`src/sv/obrb_pkg.sv`:
```
`default_nettype none
package obrb_pkg;

  // Field and storage widths
  localparam int unsigned DATA_W  = 8;
  localparam int unsigned PTR_W   = 8;
  localparam int unsigned SIZE_W  = 9;
  localparam int unsigned RAM_DEPTH = 256;

  // Ring length limits and reset value of buffer_size
  localparam logic [SIZE_W-1:0] SIZE_MIN   = 9'd2;
  localparam logic [SIZE_W-1:0] SIZE_MAX   = 9'd256;
  localparam logic [SIZE_W-1:0] SIZE_RESET = 9'd256;

  // Operation codes
  typedef enum logic [2:0] {
    K_PUSH       = 3'd0,
    K_POP        = 3'd1,
    K_PEEK_FRONT = 3'd2,
    K_PEEK_REAR  = 3'd3,
    K_DROP       = 3'd4,
    K_SET_LEN    = 3'd5,
    K_RESET      = 3'd6
  } kind_t;

  // Result transaction as held between controller and top level
  typedef struct packed {
    logic              done;
    logic              rd_hit;
    logic              valid_res;
    logic              overflow;
    logic [PTR_W-1:0]  moved;
    logic [PTR_W-1:0]  fill_level;
  } res_t;

endpackage
`default_nettype wire

```
`src/sv/obrb_ram.sv`:
```
`default_nettype none
module obrb_ram #(
  parameter int unsigned WIDTH = 8,
  parameter int unsigned DEPTH = 256,
  parameter int unsigned ADDR_W = $clog2(DEPTH)
) (
  input  wire logic              clk,
  input  wire logic              we,
  input  wire logic [ADDR_W-1:0] waddr,
  input  wire logic [WIDTH-1:0]  wdata,
  input  wire logic [ADDR_W-1:0] raddr,
  output      logic [WIDTH-1:0]  q
);

  logic [WIDTH-1:0] mem [DEPTH];

  // Write port
  always_ff @(posedge clk) begin
    if (we) begin
      mem[waddr] <= wdata;
    end
  end

  // Registered read port
  always_ff @(posedge clk) begin
    q <= mem[raddr];
  end

endmodule
`default_nettype wire

```
`src/sv/obrb_ctrl.sv`:
```
`default_nettype none
module obrb_ctrl (
  input  wire logic                          clk,
  input  wire logic                          rst,
  input  wire logic                          accept,
  input  wire logic [2:0]                    kind,
  input  wire logic [obrb_pkg::DATA_W-1:0]   data_byte,
  input  wire logic [7:0]                    amount,
  input  wire logic                          cfg_we,
  input  wire logic [obrb_pkg::SIZE_W-1:0]   cfg_data,
  output      logic                          ram_we,
  output      logic [obrb_pkg::PTR_W-1:0]    ram_waddr,
  output      logic [obrb_pkg::DATA_W-1:0]   ram_wdata,
  output      logic [obrb_pkg::PTR_W-1:0]    ram_raddr,
  output      obrb_pkg::res_t                res
);

  localparam int unsigned PW = obrb_pkg::PTR_W;
  localparam int unsigned SW = obrb_pkg::SIZE_W;

  logic [SW-1:0] buffer_size;
  logic [PW-1:0] head, head_next;
  logic [PW-1:0] tail, tail_next;
  logic [SW-1:0] n;
  logic [SW-1:0] n_m1;
  logic [PW-1:0] fill;
  logic [PW-1:0] rd_pos;
  logic [SW-1:0] rear_off;
  logic [PW-1:0] k_drop;
  logic [PW-1:0] k_len;
  logic          hit;
  logic          is_read;
  obrb_pkg::res_t res_next;
  obrb_pkg::kind_t op;

  // a + b modulo n, with a < n and b < n
  function automatic logic [PW-1:0] wrap_add(input logic [PW-1:0] a,
                                             input logic [SW-1:0] b,
                                             input logic [SW-1:0] len);
    logic [SW:0] s;
    s = {2'b00, a} + {1'b0, b};
    if (s >= {1'b0, len}) begin
      s = s - {1'b0, len};
    end
    return s[PW-1:0];
  endfunction

  // Bytes held between head and tail
  function automatic logic [PW-1:0] fill_of(input logic [PW-1:0] h,
                                            input logic [PW-1:0] t,
                                            input logic [SW-1:0] len);
    logic [SW-1:0] f;
    if (t >= h) begin
      f = {1'b0, t} - {1'b0, h};
    end else begin
      f = len + {1'b0, t} - {1'b0, h};
    end
    return f[PW-1:0];
  endfunction

  assign op = obrb_pkg::kind_t'(kind);

  // Clamp the ring length in use
  always_comb begin
    if (buffer_size < obrb_pkg::SIZE_MIN) begin
      n = obrb_pkg::SIZE_MIN;
    end else if (buffer_size > obrb_pkg::SIZE_MAX) begin
      n = obrb_pkg::SIZE_MAX;
    end else begin
      n = buffer_size;
    end
  end

  assign n_m1     = n - 9'd1;
  assign fill     = fill_of(head, tail, n);
  assign hit      = amount < fill;
  assign rear_off = n_m1 - {1'b0, amount};
  assign k_drop   = hit ? amount : fill;
  assign k_len    = ({1'b0, amount} < n_m1) ? amount : n_m1[PW-1:0];

  // Decode the operation: pointer updates, RAM access, result fields
  always_comb begin
    head_next = head;
    tail_next = tail;
    rd_pos    = head;
    is_read   = 1'b0;
    ram_we    = 1'b0;
    res_next  = '0;
    unique case (op)
      obrb_pkg::K_PUSH: begin
        if ({1'b0, fill} >= n_m1) begin
          head_next         = wrap_add(head, 9'd1, n);
          res_next.overflow = 1'b1;
        end
        ram_we    = accept;
        tail_next = wrap_add(tail, 9'd1, n);
      end
      obrb_pkg::K_POP: begin
        if (fill != '0) begin
          is_read         = 1'b1;
          res_next.moved  = 8'd1;
          head_next       = wrap_add(head, 9'd1, n);
        end
      end
      obrb_pkg::K_PEEK_FRONT: begin
        rd_pos  = wrap_add(head, {1'b0, amount}, n);
        is_read = hit;
      end
      obrb_pkg::K_PEEK_REAR: begin
        rd_pos  = wrap_add(tail, rear_off, n);
        is_read = hit;
      end
      obrb_pkg::K_DROP: begin
        head_next      = wrap_add(head, {1'b0, k_drop}, n);
        res_next.moved = k_drop;
      end
      obrb_pkg::K_SET_LEN: begin
        tail_next = wrap_add(head, {1'b0, k_len}, n);
      end
      obrb_pkg::K_RESET: begin
        head_next = '0;
        tail_next = '0;
      end
      default: begin
      end
    endcase
    res_next.done       = accept;
    res_next.rd_hit     = accept & is_read;
    res_next.valid_res  = is_read;
    res_next.fill_level = fill_of(head_next, tail_next, n);
  end

  assign ram_waddr = tail;
  assign ram_wdata = data_byte;
  assign ram_raddr = rd_pos;

  // Hold ring length and pointers; a size write empties the ring
  always_ff @(posedge clk) begin
    if (rst) begin
      buffer_size <= obrb_pkg::SIZE_RESET;
      head        <= '0;
      tail        <= '0;
    end else if (cfg_we) begin
      buffer_size <= cfg_data;
      head        <= '0;
      tail        <= '0;
    end else if (accept) begin
      head <= head_next;
      tail <= tail_next;
    end
  end

  // Result strobe and read-hit flag every cycle; payload on each taken operation
  always_ff @(posedge clk) begin
    if (rst) begin
      res <= '0;
    end else begin
      res.done   <= res_next.done;
      res.rd_hit <= res_next.rd_hit;
      if (accept) begin
        res.valid_res  <= res_next.valid_res;
        res.overflow   <= res_next.overflow;
        res.moved      <= res_next.moved;
        res.fill_level <= res_next.fill_level;
      end
    end
  end

endmodule
`default_nettype wire

```
`src/sv/overwriting_byte_ring_buffer_top.sv`:
```
// Overwriting byte ring buffer. Issue one operation by raising start with
// kind, data_byte and amount; the block takes one operation every clock and
// busy stays low. The result transaction appears on the cycle right after the
// operation is taken, marked by done for exactly one cycle, and cannot be
// held off: capture it when done is high. Pops and peeks read the 256-byte
// store through its registered read port, which sets when the result appears.
// A push into a full ring discards the oldest byte and reports overflow.
// Write buffer_size through cfg_valid/cfg_data (cfg_ready is always high) only
// while no operation is in flight; every write empties the ring. Sizes below
// 2 act as 2 and above 256 act as 256. Bytes exposed by a set-length that were
// never pushed read back as unknown data.
`default_nettype none
module overwriting_byte_ring_buffer_top (
  input  wire logic       clk,
  input  wire logic       rst,
  input  wire logic       start,
  output      logic       busy,
  input  wire logic [2:0] kind,
  input  wire logic [7:0] data_byte,
  input  wire logic [7:0] amount,
  input  wire logic       cfg_valid,
  output      logic       cfg_ready,
  input  wire logic [8:0] cfg_data,
  output      logic       done,
  output      logic [7:0] data_out,
  output      logic       valid_res,
  output      logic       overflow,
  output      logic [7:0] moved,
  output      logic [7:0] fill_level
);

  logic           accept;
  logic           cfg_we;
  logic           ram_we;
  logic [7:0]     ram_waddr;
  logic [7:0]     ram_wdata;
  logic [7:0]     ram_raddr;
  logic [7:0]     ram_q;
  obrb_pkg::res_t res;

  assign busy      = 1'b0;
  assign cfg_ready = 1'b1;
  assign accept    = start & ~busy;
  assign cfg_we    = cfg_valid & cfg_ready;

  obrb_ctrl u_ctrl (
    .clk       (clk),
    .rst       (rst),
    .accept    (accept),
    .kind      (kind),
    .data_byte (data_byte),
    .amount    (amount),
    .cfg_we    (cfg_we),
    .cfg_data  (cfg_data),
    .ram_we    (ram_we),
    .ram_waddr (ram_waddr),
    .ram_wdata (ram_wdata),
    .ram_raddr (ram_raddr),
    .res       (res)
  );

  obrb_ram #(
    .WIDTH (obrb_pkg::DATA_W),
    .DEPTH (obrb_pkg::RAM_DEPTH),
    .ADDR_W(obrb_pkg::PTR_W)
  ) u_ram (
    .clk   (clk),
    .we    (ram_we),
    .waddr (ram_waddr),
    .wdata (ram_wdata),
    .raddr (ram_raddr),
    .q     (ram_q)
  );

  // Drive the result transaction
  assign done       = res.done;
  assign data_out   = res.rd_hit ? ram_q : 8'd0;
  assign valid_res  = res.valid_res;
  assign overflow   = res.overflow;
  assign moved      = res.moved;
  assign fill_level = res.fill_level;

  // Every taken operation yields a result on the next cycle
  a_result_follows: assert property (@(posedge clk) disable iff (rst)
    start && !busy |=> done)
    else $error("missing result after accepted operation");

  // Read data only leaves the block with a result
  a_quiet_data: assert property (@(posedge clk) disable iff (rst)
    !done |-> data_out == 8'd0)
    else $error("data_out active without result");

  // An overwrite leaves the ring full, never empty
  a_overflow_full: assert property (@(posedge clk) disable iff (rst)
    done && overflow |-> fill_level != 8'd0 && moved == 8'd0 && !valid_res)
    else $error("overflow result inconsistent");

endmodule
`default_nettype wire

```
`config.mk`:
```
export PLATFORM = sky130hd
export DESIGN_NAME = overwriting_byte_ring_buffer_top
export DESIGN_NICKNAME = d
export VERILOG_FILES = /design/src/sv/obrb_pkg.sv /design/src/sv/obrb_ram.sv /design/src/sv/obrb_ctrl.sv /design/src/sv/overwriting_byte_ring_buffer_top.sv
export SDC_FILE = /design/constraint.sdc
export NUM_CORES = 2
export LEC_CHECK = 0
export ABC_AREA = 1
export BUFFER_PORTS_ARGS = -buffer_cell sky130_fd_sc_hd__buf_2
export CAP_MARGIN = 15
export CELL_PAD_IN_SITES_DETAIL_PLACEMENT = 1
export CELL_PAD_IN_SITES_GLOBAL_PLACEMENT = 2
export CORE_MARGIN = 2
export CORE_UTILIZATION = 40
export CTS_CLUSTER_DIAMETER = 120
export DETAILED_ROUTE_END_ITERATION = 10
export PLACE_DENSITY = 0.8
export SYNTH_ARGS = -nofsm -noshare
export SYNTH_HDL_FRONTEND = slang
export SYNTH_SLANG_ARGS = --single-unit
```
`constraint.sdc`:
```
create_clock -name clk -period 12.9 [get_ports clk]
set_input_delay 1.29 -clock clk [delete_from_list [all_inputs] [get_ports clk]]
set_output_delay 1.29 -clock clk [all_outputs]
set_load 0.005 [all_outputs]
```
==> summary.txt <==
Clocking
  • Root buffer cell: clkbuf_16
  • Clock buffer depth: 3
  • Postcts setup bufs: 0
  • # hold bufs at CTS: 0
  • CTS tree: done
  • Clock transition at the registers of the reported paths: 60 ps
  • Num CTS Buffers: 221
  • Clock sink total: 2101
  • Worst-skew pair later-pin latency: 920 ps
  • PostCTS Resize Cnt: 0
  • H-tree Lvls: 4

Worst hold path
  • Hold crit path type: flip-flop to flip-flop

Synth
  • Leading area contributor after synthesis: edfxtp_1
  • Syn Nets: 9701
  • Cell Area, Synth: 0.09937 mm²
  • Number of synthesized flops with an enable pin: 2048
  • Count of cell types in the netlist: 54
  • Synthesized instance count: 9500
  • Largest cells by area after synthesis: edfxtp_1 62%, nand3_1 9.3%, nand2_1 7.5%
  • Sequential-to-total area share from yosys stat: 62.96%
  • Top_reg_cell synth: edfxtp_1
  • Asr flop ratio synth: 0%
  • Syn avg cell area: 10.46 µm²
  • Warnings, synthesis: 0
  • Yosys top cell area share: 61.89%
  • Synth Register Bits: 2101

Detailed routing
  • DRC errors left: 0
  • 1st-pass router iterations: 6
  • DRT antenna net count: 0
  • WL/cell: 25.20 µm
  • Initial drt markers: 6495
  • Vias: 70350
  • Total Wirelength: 322700 µm
  • Average vias per placed instance: 5.494

Floorplanning
  • Total core area: 0.2464 mm²
  • Die Area: 0.2524 mm²
  • Initial core utilization: 40.33%
  • Core Rows: 182
  • Chip Width: 502.4 µm
  • Die Height: 502.4 µm
  • Num ports: 61

Cells and area
  • Final Util: 44.14%
  • Design Area, Final: 0.1088 mm²
  • Sequential cell area: 0.06256 mm²
  • Filler cells: 26930
  • Area growth syn-to-layout: 9.443%
  • Final net count: 9508
  • Area of the multi-input gates: 0.02903 mm²
  • Layout cell share with drive strength beyond 1: 5.532%

Power
  • P per Cell Area: 154.0 mW/mm²
  • Peak VDD IR: 0.1339 mV
  • Pleak: 0.04251 µW

STA
  • Final worst path period need: 11230 ps
  • Slew headroom: 20.34%
  • Post-route setup slack: 1673 ps
  • # setup viols final: 0
  • Final slew viol count: 0
  • Final setup skew: 66.77 ps
  • TNS Setup: 0 ps
  • RSZ-0062 raised after global routing: no
  • Peak Freq: 89.07 MHz
  • Worst-margin pin slew: 1195 ps
  • Tcrit/Tclk final: 87.03%
  • Hold Violations, Final: 0

Critical path
  • Worst path arrival time: 12020 ps
  • CP bufs+invs: 8
  • Crit path max-delay cell type: fa_1
  • Crit-path max cell delay: 600 ps
  • Worst path top cell family by delay: simple AND/OR/NAND/NOR gates
  • CP Launch Type: flip-flop
  • Most frequent CP cell: nand2_1
  • CP endpoint kind: flip-flop
  • Critical Path Fanout Max: 17
  • Req. time, crit path: 13700 ps
  • Crit Path Class: flip-flop to flip-flop

Global route
  • First-pass GRT wire length: 476700 µm
  • Largest net degree at the start of global routing: 208
  • Vias in the first global route: 72220
  • Gr ovfl total: 0
  • Gr usage total: 25.20%
  • Antenna violations before repair: 11

Placement
  • Dpl ws: 1781 ps
  • Hpwl dp: 191000 µm
  • Area after DPL: 0.1017 mm²
  • Buffers on Ports: 58
  • RePlAce Congestion: 0.8792

Job
  • Max-Cap Viols: 0

Run status
  • Outcome: completed
[where the power goes]
part | switching (µW) | internal (µW)
sequential | 25.0 | 7510
clock | 2780 | 3420
combinational | 2160 | 851
[final timing paths]
check                        start             to  slack (ps)  cells past startpoint
max          u_ctrl.buffer_size[4]  u_ctrl.res[7]        1670                     67
min                  u_ctrl.res[0]  u_ctrl.res[0]         450                      2
max reg2reg  u_ctrl.buffer_size[4]  u_ctrl.res[7]        1670                     67
min reg2reg          u_ctrl.res[0]  u_ctrl.res[0]         450                      2
[routing by layer]
layer | track usage [%] | share of wire [%] | routed length (µm)
met5 | 0 | 0 | 0
met4 | 8.014 | 3.0 | 9830
met3 | 2.794 | 5.0 | 16220
met2 | 41.31 | 47 | 152600
met1 | 35.05 | 45 | 144100
[layout make-up]
cell class,count,share of cell area [%]
Sequential cell,2101,57.53
Tap cell,3312,3.810
Inverter,1232,4.282
Clock inverter,130,1.052
Antenna cell,3,0.006903
Multi-Input combinational cell,5577,26.69
Timing Repair Buffer,174,1.308
Clock buffer,276,5.322
[registers in the layout, summed over array words and instances, names as in the netlist]
name,count
u_ctrl.buffer_size,9
u_ctrl.head,8
u_ram.mem,2048
u_ram.q,8
u_ctrl.res,20
u_ctrl.ram_waddr,8
[worst register-to-register path, delay by kind of cell, from the launching register on]
family	cells	cell delay, ps
AOI/OAI and AO/OA	13	2380
buffers and inverters	8	820
adders and majority gates	8	3200
and+or+nand+nor	36	4080
xor gates and xnor gates	2	340
DFF	1	350
[Yosys cell counts (all sizes together) (2+ instances only)]
| cell | count |
|---|---|
| o221ai | 2 |
| a211oi | 8 |
| o21ai | 112 |
| conb | 2 |
| a31oi | 10 |
| o21a | 4 |
| nor3b | 2 |
| nand4 | 20 |
| o211ai | 141 |
| nor2 | 392 |
| edfxtp | 2048 |
| a32o | 8 |
| o22ai | 3 |
| nand3b | 583 |
| nor3 | 16 |
| xnor2 | 30 |
| nand3 | 1856 |
| xor2 | 65 |
| dfxtp | 53 |
| or2 | 6 |
| buf | 471 |
| inv | 1229 |
| clkinv | 3 |
| o311ai | 2 |
| ha | 143 |
| nand2 | 1996 |
| o41ai | 2 |
| o2111ai | 4 |
| clkbuf | 119 |
| fa | 26 |
| a21o | 7 |
| a21oi | 118 |
| o21bai | 8 |
| o31ai | 4 |
[cells in the final DEF (no fill, tap or decap), drive strengths merged, types with 10 or more instances in the layout]
cell type | netlist | final
fa | 26 | 26
nand3b | 583 | 583
o211ai | 141 | 141
nand3 | 1856 | 1856
inv | 1229 | 1234
a21oi | 118 | 118
bufinv | 0 | 12
xor2 | 65 | 65
xnor2 | 30 | 30
nor3 | 16 | 16
nand4 | 20 | 20
dfxtp | 53 | 53
nand2 | 1996 | 1996
ha | 143 | 143
nor2 | 392 | 392
clkinv | 3 | 114
edfxtp | 2048 | 2048
buf | 471 | 174
clkbuf | 119 | 276
o21ai | 112 | 112
a31oi | 10 | 10
[logic make-up after synthesis]
family          synth area share, %
simple gates                  23.11
buf+inv                       7.997
flops                         62.96
xor+xnor                     0.8373
fa+ha+maj                     2.324
compound gates                2.769
other cells                0.007558
[stage by stage]
| step | hold WS [ps] | total power, µW | instances |
|---|---|---|---|
| 2_1_floorplan | 427.4 | 9681 | 9500 |
| 4_1_cts | 455.2 | 16830 | 12800 |
| 5_1_grt | 479.6 | 17380 | 12800 |
| 3_5_place_dp | 443.6 | 10670 | 12390 |
| 6_report | 452.8 | 16750 | 12810 |
| 3_3_place_gp | 445.4 | 10620 | 12390 |
No activity file was read; power rests on OpenSTA's default activity.
